--- src/rtl/ccp_pkg.sv ---
// Shared constants, types and arctangent table for the centred Cartesian-to-polar core.
package ccp_pkg;

   localparam int COORD_BITS    = 12;
   localparam int CORDIC_STAGES = 16;
   localparam int TABLE_LEN     = 24;
   localparam int NUM_STAGES    = (CORDIC_STAGES > TABLE_LEN) ? TABLE_LEN : CORDIC_STAGES;
   localparam int STG_BITS      = $clog2(TABLE_LEN);

   localparam int FRAC_BITS = 14;
   localparam int XW        = COORD_BITS + FRAC_BITS + 3;
   localparam int XU        = XW - 1;
   localparam int ZW        = 28;

   localparam int GAIN_BITS = 30;
   localparam int LO_BITS   = 16;
   localparam int HI_BITS   = XU - LO_BITS;
   localparam int PLO_BITS  = LO_BITS + GAIN_BITS;
   localparam int PW        = XU + GAIN_BITS;
   localparam int MAG_SHIFT = 40;
   localparam int MAG_BITS  = 17;
   localparam int MAGW      = (PW - MAG_SHIFT > MAG_BITS) ? PW - MAG_SHIFT : MAG_BITS + 1;
   localparam int MAG_MAX   = 131071;

   localparam int ANG_BITS  = 16;
   localparam int ANG_SHIFT = 11;
   localparam int TW        = ZW - ANG_SHIFT;
   localparam int ANGLE_MAX = 25736;

   localparam logic [GAIN_BITS-1:0] GAIN   = GAIN_BITS'(652032874);
   localparam logic [ZW-1:0]        ANG_PI = ZW'(52707179);

   localparam logic [ZW-1:0] ATAN_TABLE [0:TABLE_LEN-1] = '{
      ZW'(13176795), ZW'(7778716), ZW'(4110060), ZW'(2086331),
      ZW'(1047214), ZW'(524117), ZW'(262123), ZW'(131069),
      ZW'(65536), ZW'(32768), ZW'(16384), ZW'(8192),
      ZW'(4096), ZW'(2048), ZW'(1024), ZW'(512),
      ZW'(256), ZW'(128), ZW'(64), ZW'(32),
      ZW'(16), ZW'(8), ZW'(4), ZW'(2)
   };

   typedef enum logic {
      CSR_CENTRE_COL = 1'b0,
      CSR_CENTRE_ROW = 1'b1
   } csr_index_type;

   typedef struct packed {
      logic          zero;
      logic [XW-1:0] x;
      logic [XW-1:0] y;
      logic [ZW-1:0] z;
   } cordic_vec_type;

endpackage

--- src/rtl/ccp_prep.sv ---
// Input stage: centre offset, left half plane pre-rotation and zero detection.
module ccp_prep
   import ccp_pkg::*;
(
   input  logic                  clock,
   input  logic                  reset,
   input  logic [COORD_BITS-1:0] centre_col,
   input  logic [COORD_BITS-1:0] centre_row,
   input  logic                  up_valid,
   input  logic [COORD_BITS-1:0] pixel_x,
   input  logic [COORD_BITS-1:0] pixel_y,
   output logic                  up_ready,
   output logic                  dn_valid,
   output cordic_vec_type        dn_vec,
   input  logic                  dn_ready
);

   logic                  valid_ff;
   cordic_vec_type        vec_ff;
   cordic_vec_type        vec_in;
   logic [COORD_BITS:0]   dx;
   logic [COORD_BITS:0]   dy;
   logic [XW-1:0]         x0;
   logic [XW-1:0]         y0;

   always_comb begin
      dx = {1'b0, pixel_x} - {1'b0, centre_col};
      dy = {1'b0, pixel_y} - {1'b0, centre_row};
      x0 = {{(XW - COORD_BITS - 1 - FRAC_BITS){dx[COORD_BITS]}}, dx, {FRAC_BITS{1'b0}}};
      y0 = {{(XW - COORD_BITS - 1 - FRAC_BITS){dy[COORD_BITS]}}, dy, {FRAC_BITS{1'b0}}};
      vec_in.zero = (dx == '0) && (dy == '0);
      if (dx[COORD_BITS]) begin
         vec_in.x = -x0;
         vec_in.y = -y0;
         vec_in.z = dy[COORD_BITS] ? -ANG_PI : ANG_PI;
      end else begin
         vec_in.x = x0;
         vec_in.y = y0;
         vec_in.z = '0;
      end
   end

   assign up_ready = !valid_ff || dn_ready;

   always_ff @(posedge clock) begin
      if (reset) begin
         valid_ff <= 1'b0;
      end else if (up_ready) begin
         valid_ff <= up_valid;
      end
      if (up_ready && up_valid) begin
         vec_ff <= vec_in;
      end
   end

   assign dn_valid = valid_ff;
   assign dn_vec   = vec_ff;

endmodule

--- src/rtl/ccp_cell.sv ---
// One CORDIC vectoring micro-rotation with its own pipeline register.
module ccp_cell
   import ccp_pkg::*;
(
   input  logic                clock,
   input  logic                reset,
   input  logic [STG_BITS-1:0] stage_idx,
   input  logic                up_valid,
   input  cordic_vec_type      up_vec,
   output logic                up_ready,
   output logic                dn_valid,
   output cordic_vec_type      dn_vec,
   input  logic                dn_ready
);

   logic                 valid_ff;
   cordic_vec_type       vec_ff;
   cordic_vec_type       vec_in;
   logic signed [XW-1:0] xs;
   logic signed [XW-1:0] ys;

   always_comb begin
      xs     = $signed(up_vec.x) >>> stage_idx;
      ys     = $signed(up_vec.y) >>> stage_idx;
      vec_in = up_vec;
      if (!up_vec.y[XW-1]) begin
         vec_in.x = up_vec.x + $unsigned(ys);
         vec_in.y = up_vec.y - $unsigned(xs);
         vec_in.z = up_vec.z + ATAN_TABLE[stage_idx];
      end else begin
         vec_in.x = up_vec.x - $unsigned(ys);
         vec_in.y = up_vec.y + $unsigned(xs);
         vec_in.z = up_vec.z - ATAN_TABLE[stage_idx];
      end
   end

   assign up_ready = !valid_ff || dn_ready;

   always_ff @(posedge clock) begin
      if (reset) begin
         valid_ff <= 1'b0;
      end else if (up_ready) begin
         valid_ff <= up_valid;
      end
      if (up_ready && up_valid) begin
         vec_ff <= vec_in;
      end
   end

   assign dn_valid = valid_ff;
   assign dn_vec   = vec_ff;

endmodule

--- src/rtl/ccp_post.sv ---
// Output stages: gain compensation by split multiply, angle truncation and clamping.
module ccp_post
   import ccp_pkg::*;
(
   input  logic                       clock,
   input  logic                       reset,
   input  logic                       up_valid,
   input  cordic_vec_type             up_vec,
   output logic                       up_ready,
   output logic                       rsp_valid,
   output logic [MAG_BITS-1:0]        rsp_magnitude,
   output logic signed [ANG_BITS-1:0] rsp_angle,
   input  logic                       rsp_stall
);

   logic                valid_a_ff;
   logic [PLO_BITS-1:0] plo_ff;
   logic [PLO_BITS-1:0] plo_in;
   logic [HI_BITS-1:0]  hi_ff;
   logic [HI_BITS-1:0]  hi_in;
   logic [ANG_BITS-1:0] ang_ff;
   logic [ANG_BITS-1:0] ang_in;
   logic [XU-1:0]       xu;
   logic [ZW-1:0]       zabs;
   logic [TW-1:0]       tz;
   logic [TW-1:0]       tc;

   logic                valid_b_ff;
   logic [MAG_BITS-1:0] mag_ff;
   logic [MAG_BITS-1:0] mag_in;
   logic [ANG_BITS-1:0] ang_b_ff;
   logic [PW-1:0]       phi;
   logic [PW-1:0]       prod;
   logic [MAGW-1:0]     magfull;
   logic                ready_a;
   logic                ready_b;

   always_comb begin
      xu = (up_vec.x[XW-1] || up_vec.zero) ? '0 : up_vec.x[XU-1:0];
      plo_in = PLO_BITS'(xu[LO_BITS-1:0]) * PLO_BITS'(GAIN);
      hi_in  = xu[XU-1:LO_BITS];
      zabs   = up_vec.z[ZW-1] ? -up_vec.z : up_vec.z;
      tz     = zabs[ZW-1:ANG_SHIFT];
      tc     = (tz > TW'(ANGLE_MAX)) ? TW'(ANGLE_MAX) : tz;
      if (up_vec.zero) begin
         ang_in = '0;
      end else if (up_vec.z[ZW-1]) begin
         ang_in = -tc[ANG_BITS-1:0];
      end else begin
         ang_in = tc[ANG_BITS-1:0];
      end
   end

   always_comb begin
      phi     = PW'(hi_ff) * PW'(GAIN);
      prod    = (phi << LO_BITS) + PW'(plo_ff);
      magfull = MAGW'(prod >> MAG_SHIFT);
      mag_in  = (magfull > MAGW'(MAG_MAX)) ? MAG_BITS'(MAG_MAX) : magfull[MAG_BITS-1:0];
   end

   assign ready_b  = !valid_b_ff || !rsp_stall;
   assign ready_a  = !valid_a_ff || ready_b;
   assign up_ready = ready_a;

   always_ff @(posedge clock) begin
      if (reset) begin
         valid_a_ff <= 1'b0;
         valid_b_ff <= 1'b0;
      end else begin
         if (ready_a) begin
            valid_a_ff <= up_valid;
         end
         if (ready_b) begin
            valid_b_ff <= valid_a_ff;
         end
      end
      if (ready_a && up_valid) begin
         plo_ff <= plo_in;
         hi_ff  <= hi_in;
         ang_ff <= ang_in;
      end
      if (ready_b && valid_a_ff) begin
         mag_ff   <= mag_in;
         ang_b_ff <= ang_ff;
      end
   end

   assign rsp_valid     = valid_b_ff;
   assign rsp_magnitude = mag_ff;
   assign rsp_angle     = $signed(ang_b_ff);

endmodule

--- src/rtl/centred_cartesian_to_polar_core.sv ---
// Top level of the centred Cartesian-to-polar core with its centre registers.
// An accepted beat passes one input stage, one cell per CORDIC micro-rotation and two
// gain and output stages. Throughput is one beat per cycle while rsp_stall is low;
// every register stage advances while the one after it is empty or moving, so a
// stalled result only holds back beats queued directly behind it.
// Synchronous active-high reset empties the pipeline and sets the centre to (320, 240).
module centred_cartesian_to_polar_core
   import ccp_pkg::*;
(
   input  logic                       clock,
   input  logic                       reset,
   input  logic                       csr_we,
   input  logic                       csr_index,
   input  logic [COORD_BITS-1:0]      csr_wdata,
   input  logic                       req_valid,
   output logic                       req_stall,
   input  logic [COORD_BITS-1:0]      req_pixel_x,
   input  logic [COORD_BITS-1:0]      req_pixel_y,
   output logic                       rsp_valid,
   input  logic                       rsp_stall,
   output logic [MAG_BITS-1:0]        rsp_magnitude,
   output logic signed [ANG_BITS-1:0] rsp_angle
);

   logic [COORD_BITS-1:0] centre_col_ff;
   logic [COORD_BITS-1:0] centre_row_ff;
   logic                  prep_ready;

   logic           link_valid [0:NUM_STAGES];
   logic           link_ready [0:NUM_STAGES];
   cordic_vec_type link_vec   [0:NUM_STAGES];

   always_ff @(posedge clock) begin
      if (reset) begin
         centre_col_ff <= COORD_BITS'(320);
         centre_row_ff <= COORD_BITS'(240);
      end else if (csr_we) begin
         case (csr_index_type'(csr_index))
            CSR_CENTRE_COL: centre_col_ff <= csr_wdata;
            CSR_CENTRE_ROW: centre_row_ff <= csr_wdata;
            default: ;
         endcase
      end
   end

   ccp_prep u_prep (
      .clock      (clock),
      .reset      (reset),
      .centre_col (centre_col_ff),
      .centre_row (centre_row_ff),
      .up_valid   (req_valid),
      .pixel_x    (req_pixel_x),
      .pixel_y    (req_pixel_y),
      .up_ready   (prep_ready),
      .dn_valid   (link_valid[0]),
      .dn_vec     (link_vec[0]),
      .dn_ready   (link_ready[0])
   );

   assign req_stall = !prep_ready;

   for (genvar g = 0; g < NUM_STAGES; g++) begin : g_cell
      ccp_cell u_cell (
         .clock     (clock),
         .reset     (reset),
         .stage_idx (STG_BITS'(g)),
         .up_valid  (link_valid[g]),
         .up_vec    (link_vec[g]),
         .up_ready  (link_ready[g]),
         .dn_valid  (link_valid[g+1]),
         .dn_vec    (link_vec[g+1]),
         .dn_ready  (link_ready[g+1])
      );
   end

   ccp_post u_post (
      .clock         (clock),
      .reset         (reset),
      .up_valid      (link_valid[NUM_STAGES]),
      .up_vec        (link_vec[NUM_STAGES]),
      .up_ready      (link_ready[NUM_STAGES]),
      .rsp_valid     (rsp_valid),
      .rsp_magnitude (rsp_magnitude),
      .rsp_angle     (rsp_angle),
      .rsp_stall     (rsp_stall)
   );

   a_angle_range: assert property (@(posedge clock) disable iff (reset)
      rsp_valid |-> (int'(rsp_angle) <= ANGLE_MAX) && (int'(rsp_angle) >= -ANGLE_MAX))
      else $error("Result angle is outside the range of minus pi to pi.");

   a_stall_needs_full: assert property (@(posedge clock) disable iff (reset)
      req_stall |-> link_valid[0] && !link_ready[0])
      else $error("Input is stalled while the input stage can move.");

   a_empty_after_reset: assert property (@(posedge clock)
      !reset && $past(reset) |-> !rsp_valid)
      else $error("A result beat is shown right after reset.");

endmodule

--- config.mk ---
export PLATFORM = sky130hd
export DESIGN_NAME = centred_cartesian_to_polar_core
export DESIGN_NICKNAME = d
export VERILOG_FILES = /design/src/rtl/ccp_pkg.sv /design/src/rtl/ccp_prep.sv /design/src/rtl/ccp_cell.sv /design/src/rtl/ccp_post.sv /design/src/rtl/centred_cartesian_to_polar_core.sv
export SDC_FILE = /design/constraint.sdc
export NUM_CORES = 2
export LEC_CHECK = 0
export ABC_AREA = 1
export BUFFER_PORTS_ARGS = -buffer_cell sky130_fd_sc_hd__buf_2
export CORE_MARGIN = 1
export CORE_UTILIZATION = 40
export DETAILED_ROUTE_END_ITERATION = 8
export PLACE_DENSITY = 0.63
export SLEW_MARGIN = 10
export SYNTH_ARGS = -nofsm -noshare
export SYNTH_HDL_FRONTEND = slang
export SYNTH_SLANG_ARGS = --single-unit
--- constraint.sdc ---
create_clock -name clock -period 16.4 [get_ports clock]
set_input_delay 2.46 -clock clock [delete_from_list [all_inputs] [get_ports clock]]
set_output_delay 2.46 -clock clock [all_outputs]
set_load 0.01 [all_outputs]
# Yosys cells after proc, flatten, opt, wreduce, memory -nomap -nowiden
# Cells that the tools add are included.
# op_classes
addsub	102
mul	2
order_cmp	2
n_mux	22
bitwise_logic	1
n_reduce_logical	65
# ops
operator	n
$mux W86	16
$sub A29 B29 Y29	32
$add A29 B29 Y29	31
$mux W83	1
$add A58 B46 Y58	1
$neg A29 Y29	2
$add A28 B17 Y28 const B	2
$mux W28	2
$sub A28 B17 Y28 const B	2
$mux W16	3
$mul A16 B29 Y45 const B	1
$mul A12 B29 Y41 const B	1
$add A28 B10 Y28 const B	1
$add A28 B11 Y28 const B	1
$add A28 B12 Y28 const B	1
$add A28 B13 Y28 const B	1
$add A28 B14 Y28 const B	1
$add A28 B15 Y28 const B	1
$add A28 B16 Y28 const B	1
$add A28 B18 Y28 const B	1
$add A28 B19 Y28 const B	1
$add A28 B20 Y28 const B	1
$add A28 B21 Y28 const B	1
$add A28 B22 Y28 const B	1
other kinds (27)	88
# word_totals
ff_bits	1599
elab_cells	289

# Longest topological paths before layout
# depth
word_depth	21
depth_mapped	38
ltp_nobuf	38

# Cells and area by module
# From an unflattened synthesis, not the netlist that was laid out.
# unflattened
cells_unflattened	34946
area_unflattened_um2	227961.1
# modules_own_cells
module	instances	cells_per_inst	area_per_inst_um2	seq_area_each_um2
ccp_cell at g_cell[11].u_cell ...	6	1966	12548.3	2632.5
ccp_cell at g_cell[0].u_cell ...	4	2014	12753.5	2632.5
ccp_cell at g_cell[7].u_cell ...	3	2002	12746.0	2632.5
ccp_post	1	2368	20290.7	2742.6
ccp_cell at g_cell[6].u_cell	1	2010	13097.6	2632.5
ccp_cell at g_cell[10].u_cell	1	2048	12927.4	2632.5
ccp_cell at g_cell[15].u_cell	1	1978	12416.9	2632.5
ccp_prep	1	552	3738.6	1041.0
centred_cartesian_to_polar_core	1	132	948.4	480.5

# Worst setup path after synthesis
# OpenSTA, ideal clock, no wires.
# synth_timing
kind	in2reg
from	input port rsp_stall
to	register g_cell[7].u_cell.vec_ff, in the netlist g_cell[7].u_cell.dn_vec[0], enable pin
setup_ns	0.562
t_arrival_ns	7.270
slack_ns	8.569
stages	11
path_buffers	0
path_cell_list	nand2_2 -> nor2_4 -> nand2_2 -> nor2_4 -> nand2_2 -> nor2_4 -> nand2_2 -> nor2_4 -> nand2_2 -> nor2_4 -> a21oi_1
# synth_between
elab_chain_cells	13
# synth_rtl
element	line_no	source
from (decl)	centred_cartesian_to_polar_core.sv:20	input logic rsp_stall,
$logic_not A1 Y1	ccp_post.sv:61	assign ready_b = !valid_b_ff || !rsp_stall;
$logic_or A1 B1 Y1	ccp_post.sv:61	
$logic_or A1 B1 Y1	ccp_post.sv:62	assign ready_a = !valid_a_ff || ready_b;
$logic_or A1 B1 Y1 (9 in a row)	ccp_cell.sv:37	assign up_ready = !valid_ff || dn_ready;
$logic_and A1 B1 Y1	ccp_cell.sv:45	if (up_ready && up_valid) begin
to (signal assigned)	ccp_cell.sv:46	vec_ff <= vec_in;
to (decl)	ccp_cell.sv:17	cordic_vec_type vec_ff;
# No other way between the ends.
# A chain may end at the register's enable or synchronous reset.

# Worst setup path after layout
# layout_timing
from	register g_cell[15].u_cell.vec_ff, in the netlist g_cell[15].u_cell.dn_vec[86]
to	register u_post.plo_ff[39] (data pin)
# layout_between
elab_chain_cells	3
# layout_rtl
element	line_no	source
from (decl)	ccp_cell.sv:17	
from (signal assigned)	ccp_cell.sv:46	
$logic_or A1 B1 Y1	ccp_post.sv:39	xu = (up_vec.x[XW-1] || up_vec.zero) ? '0 : up_vec.x[XU-1:0];
$mux W16	ccp_post.sv:39	
$mul A16 B29 Y45	ccp_post.sv:40	plo_in = PLO_BITS'(xu[LO_BITS-1:0]) * PLO_BITS'(GAIN);
via u_post.plo_in[39]	ccp_post.sv:18	logic [PLO_BITS-1:0] plo_in;
to (signal assigned)	ccp_post.sv:78	plo_ff <= plo_in;
to (decl)	ccp_post.sv:17	logic [PLO_BITS-1:0] plo_ff;
# The timed path passes the listed nets, and every way through them passes these cells.

==> results.txt <==
Status -> completed
Post-synth EDFFs -> 1367
Io pins -> 77
Layout cells sized above 1 -> 0.0379
Post-synthesis cell area -> 0.120 mm^2
Worst setup SP type -> flop
Slowest stage cell, crit path -> fa_1
CORE AREA -> 0.300 mm^2
Distinct cell type count after synthesis -> 73
Die Ht -> 551 um
Max-cap viol count -> 0
Post-CTS setup buffers -> 0
Global-route wire length before repair -> 471000 um
Delay-heaviest family, CP -> adder cells
Initial antenna violation count -> 2
Resized cells post-CTS -> 0
DR WL/cell -> 16.5 um
F_max -> 127 MHz
Final Hold Viols -> 0
Num CTS Buffers -> 170
Max-slew headroom -> 0.237
H-tree depth -> 4
Delay of the slowest cell on the worst path -> 590 ps
Critical path buffers and inverters -> 6
Mean post-synth cell area -> 8.84 um^2
Syn Inst Count -> 13600
#FFs+latches synth -> 1410
Placer Congestion -> 0.939
Post-synthesis sequential area ratio -> 0.348
Root buffer selected by CTS -> clkbuf_16
Die area -> 0.303 mm^2
Worst-skew pair later-pin latency -> 850 ps
Worst path most repeated cell -> fa_1
Antenna-violating nets left -> 0
Worst clock skew -> 74.5 ps
Worst Path Class, Setup -> flop to flop
Crit path time final -> 7840 ps
Met3 wire length -> 10700 um
Vias in the first global route -> 89400
RSZ-0062 raised after global routing -> false
CTS tree -> done
Crit share post-route -> 0.478
Starting Density -> 0.402
Die width -> 551 um
Syn. warnings -> 0
Final wirelength -> 295000 um
Classification of the worst-slack hold path -> flop to flop
Clock buffer depth -> 4
DR pass1 iterations -> 8
# placed instances -> 17600
Peak VDD IR -> 96.9 uV
Final #Nets -> 15600
Worst EP arrival -> 8470 ps
Gr ovfl total -> 0
Final Setup Violations -> 0
Num rows -> 201
Worst-path cell chain -> inv_1 > nand2_2 > buf_4 > clkinv_1 > nand2_1 > inv_1 > ha_1 > fa_1 > inv_1 > fa_1 > inv_1 > fa_1 > fa_1 > fa_1 > ha_1 > a21o_1 > a221oi_1 > nand4_1 > a21boi_0 > o21bai_1 > nand3_1 > nand2_1 > nand2_1 > nand2_1
Critical Path RT -> 17020 ps
CTS clk-pin slew, worst paths -> 70 ps
Top_reg_cell synth -> edfxtp_1
Wire length on met1 -> 132000 um
DR vias/cell -> 5.12
CP max FO -> 19
Area growth, synth to finish -> 8.99%
FFs w/ async S/R, synth -> 0
Final setup TNS -> 0 ps
Largest net degree at the start of global routing -> 76
R2R Setup Slk -> 8560 ps
Most frequent cells in the layout -> 2075 x nand2_1, 1879 x inv_1, 1395 x ha_1
Post-CTS Hold Buffers -> 0
Via count -> 91600
Slew Limit Fails -> 0
Most common cell after layout, fill and taps aside -> nand2_1
Crit. End Element -> flop
Layout Cells excl Fill -> 17900
Final HPWL DP -> 240000 um
DR top layer -> met4
Power Density -> 71.2 mW/mm^2
DR DRC count -> 0
Total track usage -> 0.192
Clock sink total -> 1410
Leakage -> 0.0577 uW
DR iter-0 viols -> 5385
Actual slew at the worst max-slew pin -> 1140 ps
Met2 WL -> 142000 um
Count of buffers from port buffering -> 76
==> through the flow <==
| stage | utilization | power (uW) | hold slack (ps) | setup slack [ps] | cell area (um^2) |
|---|---|---|---|---|---|
| floorplan | - | 5330 | 400 | 8570 | 120000 |
| global placement | 0.420 | 5660 | 402 | 8540 | 126000 |
| detailed placement | 0.420 | 5670 | 405 | 8530 | 126000 |
| CTS | 0.438 | 9470 | 412 | 8540 | 131000 |
| global route | 0.438 | 9800 | 417 | 8050 | 131000 |
| finish | 0.438 | 9350 | 411 | 8560 | 131000 |
==> synthesized netlist by cell type, types with 119 or more instances <==
cell type / n / area (um^2)
nand2_1: 2075 / 7790
inv_1: 1888 / 7090
ha_1: 1395 / 17500
a21oi_1: 1370 / 6860
edfxtp_1: 1367 / 41000
nor2_1: 1145 / 4300
xor2_1: 1055 / 9240
o21ai_0: 651 / 3260
xnor2_1: 520 / 4550
fa_1: 348 / 6970
nand3_1: 324 / 1620
nor3_1: 246 / 1230
nand4_1: 119 / 744
==> registers in the layout, indices dropped and copies added (netlist names) <==
register / flops
centre_col_ff: 12
centre_row_ff: 12
g_cell.u_cell.dn_valid: 16
g_cell.u_cell.dn_vec: 1243
u_post.ang_ff: 16
u_post.hi_ff: 12
u_post.plo_ff: 29
u_post.rsp_angle: 16
u_post.rsp_magnitude: 17
u_post.rsp_valid: 1
u_post.valid_a_ff: 1
u_prep.dn_valid: 1
u_prep.dn_vec: 34
==> path summary, 6_finish.rpt <==
kind                            depth (start not counted)                          to                         start
worst min-delay path                                    0  g_cell[8].u_cell.dn_vec[5]    g_cell[7].u_cell.dn_vec[5]
worst max register to register                         24           u_post.plo_ff[39]  g_cell[15].u_cell.dn_vec[86]
worst max-delay path                                   24           u_post.plo_ff[39]  g_cell[15].u_cell.dn_vec[86]
worst min register to register                          0  g_cell[8].u_cell.dn_vec[5]    g_cell[7].u_cell.dn_vec[5]
==> cells by family after synthesis <==
family / synth area share
compound gates: 0.128
xor+xnor: 0.115
fa+ha+maj: 0.203
buf+inv: 0.0632
flops: 0.348
mux: 0.0000831
other cells: 0.0000311
simple gates: 0.143
==> worst reg2reg max path: cells and delay by family, from the launching register on <==
| family | cells | cell delay, ps |
|---|---|---|
| adders and majority gates | 7 | 3430 |
| DFF | 1 | 450 |
| buffers and inverters | 6 | 1440 |
| AOI/OAI and AO/OA | 4 | 1190 |
| and+or+nand+nor | 7 | 1100 |
==> power breakdown <==
group	internal, uW	switching [uW]	leakage (uW)
Combinational	546	867	0.0424
Clock	2170	1580	0.00266
Sequential	4110	82.8	0.0127
==> metal layers <==
layer  GRT usage  vias to the layer above
li1            -                    46900
met1       0.244                    42700
met2       0.340                     1590
met3      0.0187                      454
met4      0.0631                        0
met5           0                        -
==> final cells by class <==
type	instances	area, um^2
fill	29300	168000
antenna	1	2.50
multi-input combinational	10200	71000
inverter	1904	7150
clock buffer	196	4440
sequential	1410	41900
clock inverter	109	1040
tap	3958	4950
timing repair buffer	127	763
Note: power is estimated with default switching activity, not from simulation.
